## config.mk

```make
export PLATFORM = sky130hd
export DESIGN_NAME = tunnel_id_remap_table_unit_flat
export DESIGN_NICKNAME = d
export VERILOG_FILES = /design/src/hdl/tidrt_pkg.sv /design/src/hdl/tidrt_req_if.sv /design/src/hdl/tidrt_rsp_if.sv /design/src/hdl/tidrt_ram.sv /design/src/hdl/tunnel_id_remap_table_unit.sv /design/src/flat_wrapper.sv
export SDC_FILE = /design/constraint.sdc
export NUM_CORES = 2
export LEC_CHECK = 0
export ABC_CLOCK_PERIOD_IN_PS = 9900
export BUFFER_PORTS_ARGS = -buffer_cell sky130_fd_sc_hd__buf_2
export CAP_MARGIN = 20
export CORE_ASPECT_RATIO = 0.7
export CORE_MARGIN = 10
export CORE_UTILIZATION = 45
export CTS_CLUSTER_SIZE = 25
export DETAILED_ROUTE_END_ITERATION = 10
export RECOVER_POWER = 100
export SYNTH_ARGS = -nofsm -noshare
export SYNTH_HDL_FRONTEND = slang
export SYNTH_SLANG_ARGS = --single-unit
```

## constraint.sdc

```tcl
create_clock -name clk_i -period 9.9 [get_ports clk_i]
set_input_delay 1.485 -clock clk_i [delete_from_list [all_inputs] [get_ports clk_i]]
set_output_delay 1.485 -clock clk_i [all_outputs]
set_load 0.02 [all_outputs]
```

## src/hdl/tidrt_pkg.sv

```systemverilog
// Shared constants and types for the tunnel id remap table.
`default_nettype none

package tidrt_pkg;

  localparam int unsigned TABLE_DEPTH = 64;
  localparam int unsigned IDX_W       = $clog2(TABLE_DEPTH);
  localparam int unsigned ID_W        = 32;
  localparam int unsigned ENTRY_W     = 2 * ID_W;

  typedef enum logic [1:0] {
    REQ_LOOKUP  = 2'd0,
    REQ_REVERSE = 2'd1,
    REQ_DELETE  = 2'd2
  } req_e;

  typedef enum logic [2:0] {
    STAT_FOUND     = 3'd0,
    STAT_ALLOC     = 3'd1,
    STAT_NOTFOUND  = 3'd2,
    STAT_FULL      = 3'd3,
    STAT_ZERO      = 3'd4,
    STAT_EXHAUSTED = 3'd5
  } status_e;

endpackage

`default_nettype wire

```

## src/hdl/tidrt_req_if.sv

```systemverilog
// Request channel: request type and tunnel id.
`default_nettype none

interface tidrt_req_if;
  import tidrt_pkg::*;

  logic            valid;
  logic            ready;
  logic [1:0]      req_type;
  logic [ID_W-1:0] tunnel_id;

  modport source (output valid, output req_type, output tunnel_id, input ready);
  modport sink   (input valid, input req_type, input tunnel_id, output ready);
endinterface

`default_nettype wire

```

## src/hdl/tidrt_rsp_if.sv

```systemverilog
// Response channel: mapped id and status.
`default_nettype none

interface tidrt_rsp_if;
  import tidrt_pkg::*;

  logic            valid;
  logic            ready;
  logic [ID_W-1:0] mapped_id;
  logic [2:0]      status;

  modport source (output valid, output mapped_id, output status, input ready);
  modport sink   (input valid, input mapped_id, input status, output ready);
endinterface

`default_nettype wire

```

## src/hdl/tidrt_ram.sv

```systemverilog
// Generic single-port-write, single-port-read RAM with registered read data.
`default_nettype none

module tidrt_ram #(
  parameter int unsigned DEPTH = 64,
  parameter int unsigned WIDTH = 64,
  parameter int unsigned AW    = $clog2(DEPTH)
) (
  input  wire logic             clk_i,
  input  wire logic             we_i,
  input  wire logic [AW-1:0]    waddr_i,
  input  wire logic [WIDTH-1:0] wdata_i,
  input  wire logic             re_i,
  input  wire logic [AW-1:0]    raddr_i,
  output      logic [WIDTH-1:0] rdata_o
);

  logic [WIDTH-1:0] mem [DEPTH];

  always_ff @(posedge clk_i) begin
    if (we_i) begin
      mem[waddr_i] <= wdata_i;
    end
  end

  always_ff @(posedge clk_i) begin
    if (re_i) begin
      rdata_o <= mem[raddr_i];
    end
  end

endmodule

`default_nettype wire

```

## src/hdl/tunnel_id_remap_table_unit.sv

```systemverilog
// Tunnel id remap table: top level with scan sequencer, valid marks and id pool.
//
// Each request is served in steps: it is accepted, one RAM read per slot is
// issued through the single read port of the id table, the last read data
// arrives, and then the answer is given and written back. Requests with a zero
// id or an unused request code are accepted and then answered with no scan.
// The next item is taken as soon as the answer sits in the output register,
// whether or not the sink has taken it yet. Valid marks are flops cleared at
// reset, so no clearing pass is needed.
`default_nettype none

module tunnel_id_remap_table_unit
  import tidrt_pkg::*;
(
  input wire logic   clk_i,
  input wire logic   rst_ni,
  tidrt_req_if.sink  req_i,
  tidrt_rsp_if.source rsp_o
);

  typedef enum logic [1:0] {
    ST_IDLE,
    ST_SCAN,
    ST_RESP
  } state_e;

  state_e           state_q;
  logic [TABLE_DEPTH-1:0] valid_q;
  logic [ID_W-1:0]  last_q;

  // request being served
  req_e             req_q;
  logic [ID_W-1:0]  id_q;
  logic             rej_q;
  status_e          rej_st_q;

  // scan bookkeeping
  logic [IDX_W-1:0] addr_q;
  logic             issue_q;
  logic             rd_pend_q;
  logic [IDX_W-1:0] rd_idx_q;
  logic             hit_q;
  logic [IDX_W-1:0] hit_idx_q;
  logic [ID_W-1:0]  hit_data_q;
  logic             free_q;
  logic [IDX_W-1:0] free_idx_q;

  // output register
  logic             out_vld_q;
  logic [ID_W-1:0]  out_mapped_q;
  status_e          out_st_q;

  logic             req_fire;
  logic             resp_go;
  logic             ram_we;
  logic [ENTRY_W-1:0] ram_rdata;
  logic [ID_W-1:0]  rd_key;
  logic [ID_W-1:0]  rd_other;
  logic             rd_match;
  logic             rd_free;
  logic [ID_W-1:0]  last_inc;

  assign req_i.ready   = (state_q == ST_IDLE);
  assign req_fire      = req_i.valid && req_i.ready;
  assign resp_go       = (state_q == ST_RESP) && (!out_vld_q || rsp_o.ready);
  assign last_inc      = last_q + ID_W'(1);

  assign rsp_o.valid     = out_vld_q;
  assign rsp_o.mapped_id = out_mapped_q;
  assign rsp_o.status    = out_st_q;

  // entries hold {original, replacement}
  always_comb begin
    if (req_q == REQ_REVERSE) begin
      rd_key   = ram_rdata[ID_W-1:0];
      rd_other = ram_rdata[ENTRY_W-1:ID_W];
    end else begin
      rd_key   = ram_rdata[ENTRY_W-1:ID_W];
      rd_other = ram_rdata[ID_W-1:0];
    end
    rd_match = rd_pend_q && valid_q[rd_idx_q] && (rd_key == id_q);
    rd_free  = rd_pend_q && !valid_q[rd_idx_q];
  end

  assign ram_we = resp_go && !rej_q && (req_q == REQ_LOOKUP) && !hit_q && free_q &&
                  (last_q != '1);

  tidrt_ram #(
    .DEPTH (TABLE_DEPTH),
    .WIDTH (ENTRY_W)
  ) u_ram (
    .clk_i   (clk_i),
    .we_i    (ram_we),
    .waddr_i (free_idx_q),
    .wdata_i ({id_q, last_inc}),
    .re_i    (issue_q),
    .raddr_i (addr_q),
    .rdata_o (ram_rdata)
  );

  always_ff @(posedge clk_i or negedge rst_ni) begin
    if (!rst_ni) begin
      state_q   <= ST_IDLE;
      valid_q   <= '0;
      last_q    <= '0;
      issue_q   <= 1'b0;
      rd_pend_q <= 1'b0;
      out_vld_q <= 1'b0;
    end else begin
      if (resp_go) begin
        out_vld_q <= 1'b1;
      end else if (rsp_o.ready) begin
        out_vld_q <= 1'b0;
      end
      unique case (state_q)
        ST_IDLE: begin
          if (req_fire) begin
            req_q      <= req_e'(req_i.req_type);
            id_q       <= req_i.tunnel_id;
            addr_q     <= '0;
            hit_q      <= 1'b0;
            free_q     <= 1'b0;
            rd_pend_q  <= 1'b0;
            rej_q      <= 1'b0;
            if (req_i.req_type != REQ_LOOKUP && req_i.req_type != REQ_REVERSE &&
                req_i.req_type != REQ_DELETE) begin
              rej_q    <= 1'b1;
              rej_st_q <= STAT_NOTFOUND;
              state_q  <= ST_RESP;
            end else if (req_i.tunnel_id == '0) begin
              rej_q    <= 1'b1;
              rej_st_q <= STAT_ZERO;
              state_q  <= ST_RESP;
            end else begin
              issue_q  <= 1'b1;
              state_q  <= ST_SCAN;
            end
          end
        end
        ST_SCAN: begin
          // issue_q is already low when the last slot's data arrives
          rd_pend_q <= issue_q;
          rd_idx_q  <= addr_q;
          if (issue_q) begin
            addr_q <= addr_q + IDX_W'(1);
            if (addr_q == IDX_W'(TABLE_DEPTH - 1)) begin
              issue_q <= 1'b0;
            end
          end
          if (rd_match && !hit_q) begin
            hit_q      <= 1'b1;
            hit_idx_q  <= rd_idx_q;
            hit_data_q <= rd_other;
          end
          if (rd_free && !free_q) begin
            free_q     <= 1'b1;
            free_idx_q <= rd_idx_q;
          end
          // last slot's data is in this cycle
          if (rd_pend_q && rd_idx_q == IDX_W'(TABLE_DEPTH - 1)) begin
            state_q   <= ST_RESP;
          end
        end
        ST_RESP: begin
          if (resp_go) begin
            state_q      <= ST_IDLE;
            if (rej_q) begin
              out_st_q     <= rej_st_q;
              out_mapped_q <= '0;
            end else if (hit_q) begin
              out_st_q     <= STAT_FOUND;
              out_mapped_q <= hit_data_q;
              if (req_q == REQ_DELETE) begin
                valid_q[hit_idx_q] <= 1'b0;
              end
            end else if (req_q != REQ_LOOKUP) begin
              out_st_q     <= STAT_NOTFOUND;
              out_mapped_q <= '0;
            end else if (!free_q) begin
              out_st_q     <= STAT_FULL;
              out_mapped_q <= '0;
            end else if (last_q == '1) begin
              out_st_q     <= STAT_EXHAUSTED;
              out_mapped_q <= '0;
            end else begin
              out_st_q            <= STAT_ALLOC;
              out_mapped_q        <= last_inc;
              last_q              <= last_inc;
              valid_q[free_idx_q] <= 1'b1;
            end
          end
        end
        default: begin
          state_q <= ST_IDLE;
        end
      endcase
    end
  end

endmodule

`default_nettype wire
```

## src/flat_wrapper.sv

```systemverilog
// flat-port wrapper written by rule: the top's interface ports become plain ports
module tunnel_id_remap_table_unit_flat import tidrt_pkg::*;
  (clk_i, rst_ni, req_i_valid, req_i_req_type, req_i_tunnel_id, req_i_ready, rsp_o_valid, rsp_o_mapped_id, rsp_o_status, rsp_o_ready);
  tidrt_req_if req_i_i ();
  tidrt_rsp_if rsp_o_i ();
  input wire logic clk_i;
  input wire logic rst_ni;
  input wire logic [$bits(req_i_i.valid)-1:0] req_i_valid;
  input wire logic [$bits(req_i_i.req_type)-1:0] req_i_req_type;
  input wire logic [$bits(req_i_i.tunnel_id)-1:0] req_i_tunnel_id;
  output wire logic [$bits(req_i_i.ready)-1:0] req_i_ready;
  output wire logic [$bits(rsp_o_i.valid)-1:0] rsp_o_valid;
  output wire logic [$bits(rsp_o_i.mapped_id)-1:0] rsp_o_mapped_id;
  output wire logic [$bits(rsp_o_i.status)-1:0] rsp_o_status;
  input wire logic [$bits(rsp_o_i.ready)-1:0] rsp_o_ready;
  assign req_i_i.valid = req_i_valid;
  assign req_i_i.req_type = req_i_req_type;
  assign req_i_i.tunnel_id = req_i_tunnel_id;
  assign req_i_ready = req_i_i.ready;
  assign rsp_o_valid = rsp_o_i.valid;
  assign rsp_o_mapped_id = rsp_o_i.mapped_id;
  assign rsp_o_status = rsp_o_i.status;
  assign rsp_o_i.ready = rsp_o_ready;
  tunnel_id_remap_table_unit u_core (.clk_i(clk_i), .rst_ni(rst_ni), .req_i(req_i_i), .rsp_o(rsp_o_i));
endmodule
```

**After elaboration in Yosys (flattened, before gate mapping)**

Memories as Yosys holds them, arrays and structs flattened. A register that Yosys moved wholly into a read port is not among the register bits.
Cells that the tools add are included.

- Register bits after elaboration: 231
- Memories kept: 1
- Memory bits (writable): 4,096
- Output and inout port bits: 37

Memory list:

| memory | depth | width | rd ports | clocked after memory_dff | wr ports | RTL line | RTL |
|---|---|---|---|---|---|---|---|
| u_core.u_ram.mem | 64 | 64 | 1 | 1 | 1 | tidrt_ram.sv:18 | `logic [WIDTH-1:0] mem [DEPTH];` |

- Magnitude comparators: 5
- Bitwise operators: 7
- Add/subtract/negate cells: 2
- Reduce and logical (&&, ||, !) cells: 47
- Equality and inequality tests: 22
- Mux-type cells: 49

Operators with widths:

| cell | number |
|---|---|
| two-way mux 64 bit | 5 |
| two-way mux 32 bit | 6 |
| AND 64 bit | 1 |
| inverter 64 bit | 1 |
| OR 64 bit | 1 |
| adder 32 x 1 -> 32 bit, second input constant | 1 |
| equality test 32 bit | 1 |
| equality test 32 bit, second input constant | 1 |
| zero test 32 bit | 1 |
| != test 32 bit, second input constant | 1 |
| less-than comparator 6 x 7 -> 1 bit, second input constant | 3 |
| AND reduction 4 bit | 5 |
| two-way mux 3 bit | 6 |
| logical AND 1 bit | 17 |
| two-way mux 1 bit | 16 |
| != test 2 x 1 -> 1 bit, second input constant | 8 |
| AND reduction 3 bit | 5 |
| AND reduction 7 bit | 2 |
| demux 1 bit (select 6 bit) | 2 |
| equality test 6 bit, second input constant | 2 |
| greater-or-equal comparator 6 x 1 -> 1 bit, second input constant | 2 |
| two-way mux 6 bit | 2 |
| one-hot mux 6 bit (2 select lines) | 1 |
| nonzero test 2 bit | 6 |
| 14 further kinds | 36 |

**Depth between registers and ports, before layout**

- Depth in word-level cells: 10
- Mapped depth: 10
- Depth with buffers taken out: 8

**Cells and area by module**

Synthesis repeated with hierarchy kept, for this count alone.

- Cells, all modules: 7,669
- Area, all modules: 168,415.3 µm²

By module, submodules not included:

| module | cells each | times used | area each (µm²) |
|---|---|---|---|
| tidrt_ram | 6,613 | 1 | 157,043.1 |
| tunnel_id_remap_table_unit | 1,056 | 1 | 11,372.2 |

**Worst setup path before layout**

No wires, ideal clock.

- Path type: input -> register
- Start point: input rsp_o_ready
- End point: memory u_core.u_ram.mem[59][0], enable pin
- Path buffers: 2
- Data required time: 9,252 ps
- Data arrival time: 8,470 ps
- Stages on the path: 5
- Setup time: 648 ps
- Path slack: 782 ps
- Cells stage by stage: nor2b_1 or3_1 clkbuf_1 clkbuf_1 nor4_1

- Cells in the longest elaborated chain, start to end: 9

Ends and longest elaborated chain:

| what | RTL line | RTL |
|---|---|---|
| from (decl) | flat_wrapper.sv:15 | `input wire logic [$bits(rsp_o_i.ready)-1:0] rsp_o_ready;` |
| logical OR 1 bit | tunnel_id_remap_table_unit.sv:65 | `assign resp_go = (state_q == ST_RESP) && (!out_vld_q \|\| rsp_o.ready);` |
| logical AND 1 bit | tunnel_id_remap_table_unit.sv:65 |  |
| logical AND 1 bit (5 in a row) | tunnel_id_remap_table_unit.sv:85 | `assign ram_we = resp_go && !rej_q && (req_q == REQ_LOOKUP) && !hit_q && free_q &&` |
| two-way mux 1 bit | tidrt_ram.sv:21 | `if (we_i) begin` |
| two-way mux 1 bit (implied by the code) | tidrt_ram.sv:22 | `mem[waddr_i] <= wdata_i;` |
| to (decl) | tidrt_ram.sv:18 |  |

Every way passes these cells.

**Worst setup path in the final report**

- Start point: register u_core.last_q[0]
- End point: memory u_core.u_ram.mem[37][43], enable pin

- Cells in the longest elaborated chain, start to end: 4

Ends and longest elaborated chain:

| what | RTL line | RTL |
|---|---|---|
| from (decl) | tunnel_id_remap_table_unit.sv:29 | `logic [ID_W-1:0] last_q;` |
| from (signal assigned) | tunnel_id_remap_table_unit.sv:188 | `last_q <= last_inc;` |
| != test 32 bit | tunnel_id_remap_table_unit.sv:86 | `(last_q != '1);` |
| logical AND 1 bit | tunnel_id_remap_table_unit.sv:85 |  |
| two-way mux 1 bit | tidrt_ram.sv:21 |  |
| two-way mux 1 bit (implied by the code) | tidrt_ram.sv:22 |  |

Every way passes these cells.

==> flow_summary.yaml <==
status:
  outcome: "complete, but fails checks"
  failed_checks: "max-capacitance violations, max-slew violations"
final_layout:
  layout.nets: 7320
  drive_gt1_frac: 0.272
  layout_common_cells: "edfxtp_1 (4290), mux4_2 (1358), clkbuf_16 (422)"
  finalNonFillerCells: 12500
  final_common_cell: "edfxtp_1"
  area_growth_pct: 11.9
  fill_cells: 28800
clock_tree:
  clock_latency_ps: 980
  cts_setup_buffers: 0
  postCtsHoldBufs: 0
  cts_buffers: 414
  max-clock-path-buffers: 4
  ctsResizeCount: 0
  cts_tree: "yes"
  cts_root_buf: "clkbuf_16"
  clk_pin_slew_ps: 60
  htree_num_levels: 5
  cts.sinks: 4391
timing:
  fmax_mhz: 138
  finalSetupViolations: 0
  final_hold_viol_count: 0
  slew_violations: 7573
  grt_setup_unrepaired: "no"
  slew-limit-headroom: -2.08
  fin_skew_ps: 86.1
  fin_setup_tns_ps: 0
  tightest_slew_ps: 4620
  fin_crit_sh: 0.732
  post-route-min-period_ps: 7240
logic_synthesis:
  synthCells: 6880
  syn_area_sq_mm: 0.168
  synth_ff_type: "edfxtp_1"
  ys_async_sr_fraction: 0.0230
  synth_top_area_cell: "edfxtp_1"
  synthDistinctLibCells: 56
  synth_edf_count: 4290
  synth_top_area_frac: 0.767
  avgSynthCellArea_sq_um: 24.4
  yosysWarnings: 0
  synth_nets: 6920
  synth_seq_cells: 4391
  seq_area_frac_synth: 0.782
  synth.area.top_cells: "edfxtp_1 (77%), mux4_2 (18%), dfrtp_1 (1.5%)"
placed_design:
  io_buffer_count: 74
  placed_cells: 11800
  gp_congestion: 0.869
  dp.final_hpwl_mm: 270
setup_path:
  cp.arrival_ps: 7710
  crit_path_end_kind: "register"
  crit_chain: "ha_1 > nand3_1 > nor2_1 > nand4_1 > o21ai_0 > clkbuf_1 > nor4_1 > clkbuf_1 > clkbuf_1"
  critPathMaxFanout: 32
  r2r-end: "u_core.u_ram.mem[37][43]"
  regToRegStartpoint: "u_core.last_q[0]"
  cp.required_ps: 10370
  crit_top_cell: "clkbuf_1"
  path_class: "register to register"
  cp_slowest_cell: "clkbuf_1"
  start_kind: "register"
  max_stage_delay_ps: 2390
  reg2regPathDepth: 9
  regToRegSetupSlack_ps: 2660
global_route:
  antenna_found_initial: 47
  grt_pass1_wl_mm: 648
  track_usage: 0.233
  grt_pass1_vias: 77800
  grt_max_degree: 140
  grt-ovfl-total: 0
routing:
  ant_nets: 0
  vias_per_cell: 6.32
  drt-total-wl_mm: 473
  route.detailed.drc: 0
  dr.pass1.iters: 6
  dr.first_iter.drc_count: 12700
  wl_per_cell_um: 37.7
  dr_total_vias: 79300
die:
  die-area_sq_mm: 0.398
  core_area_sq_mm: 0.371
  io_pins: 75
  rows: 187
  initial_utilization: 0.452
  chipHeight_um: 531
  fp.dieW_um: 750
hold_path:
  whs_path_depth: 1
  hold_path.class: "register to register"
  hp-start: "u_core.valid_q[9]"
  hold_end: "u_core.valid_q[9]"
flow_run:
  cap_violations: 176
pwr:
  vdd_drop_max_uv: 249
  power_mw: 44.0
  p_per_area_mw_per_mm2: 234
  p_leak_nw: 56.6
cells by family (layout without fill, tap and decap cells):
family,Yosys count,in the layout,share of synthesized area
compound gates,203,203,0.00786
simple gates,428,428,0.0123
mux,1370,1370,0.183
xor+xnor,95,95,0.00495
other cells,0,20,0
flops,4391,4391,0.782
fa+ha+maj,2,2,0.000149
buf+inv,391,1114,0.00983
critical path, delay by kind of cell (launching register included):
family	cells	cell delay, ps
buf+inv	3	4300
simple gates	4	1460
fa+ha+maj	1	320
compound gates	1	120
flops	1	440
per-layer routing:
layer,vias up,GRT usage,part of all wire
met5,-,0,0.00014
met4,10,0.0732,0.036
met3,667,0.0498,0.10
met2,4392,0.356,0.46
met1,43600,0.340,0.40
li1,30600,-,-
Yosys cell counts, drive strengths merged, types with 9 or more instances:
master and n:
edfxtp 4290, mux4 1358, clkbuf 218, buf 142, nand2 137, dfrtp 101, o21ai 98, nor2 90
xnor2 49, xor2 46, nor3 43, nor4 41, nand3 35, a22oi 32, inv 31, o22a 25
nor2b 12, nand3b 11, nand4 11, mux2i 10, a2111oi 9, nand2b 9, nor3b 9
power breakdown:
part / internal (mW) / switching, mW
Clock: 8.60 / 6.88
Combinational: 3.05 / 4.22
Sequential: 20.8 / 0.441
sequential cells by signal, summed over array words and instances, names as in the netlist:
signal                  count
u_core.state_q              2
u_core.req_q                2
u_core.rd_pend_q            1
u_core.free_idx_q           6
u_core.last_q              32
u_core.rej_st_q             2
u_core.hit_idx_q            6
u_core.u_ram.mem         4096
u_core.rsp_o.valid          1
u_core.rsp_o.mapped_id     32
u_core.valid_q             64
u_core.rsp_o.status         3
u_core.u_ram.rdata_o       64
u_core.hit_data_q          32
u_core.hit_q                1
u_core.free_q               1
u_core.id_q                32
u_core.rej_q                1
u_core.issue_q              1
u_core.addr_q               6
u_core.rd_idx_q             6
stage by stage:
stage          cell area (sq um)  setup WS [ps]  hold slack (ps)   util
2_1_floorplan             168000            782              424      -
3_3_place_gp              176000           4170              462  0.474
3_5_place_dp              176000           4430              479  0.474
4_1_cts                   189000           5100              491  0.509
5_1_grt                   188000           2510              501  0.506
6_report                  188000           2660              492  0.506
worst max path at each step:
stage / from / to / slack (ps) / cells past startpoint
2_1_floorplan: rsp_o_ready / u_core.u_ram.mem[59][0] / 780 / 5
3_3_place_gp: rsp_o_ready / u_core.u_ram.mem[22][14] / 4170 / 8
3_5_place_dp: rsp_o_ready / u_core.u_ram.mem[6][24] / 4430 / 9
4_1_cts: u_core.last_q[0] / u_core.u_ram.mem[6][24] / 5100 / 11
5_1_grt: u_core.last_q[0] / u_core.u_ram.mem[37][43] / 2510 / 9
6_report: u_core.last_q[0] / u_core.u_ram.mem[37][43] / 2660 / 9
layout make-up:
| class | count | area (sq um) | area share |
|---|---|---|---|
| flip-flops and latches | 4391 | 131000 | 0.699 |
| multi-input cells | 2098 | 35400 | 0.188 |
| clock buffers | 510 | 10900 | 0.0582 |
| well taps | 4914 | 6150 | 0.0327 |
| clock inverters | 229 | 2030 | 0.0108 |
| repair buffers | 344 | 1900 | 0.0101 |
| inverters | 31 | 116 | 0.000619 |
| diodes | 20 | 50.0 | 0.000266 |
Note: power is estimated with default switching activity, not from simulation.
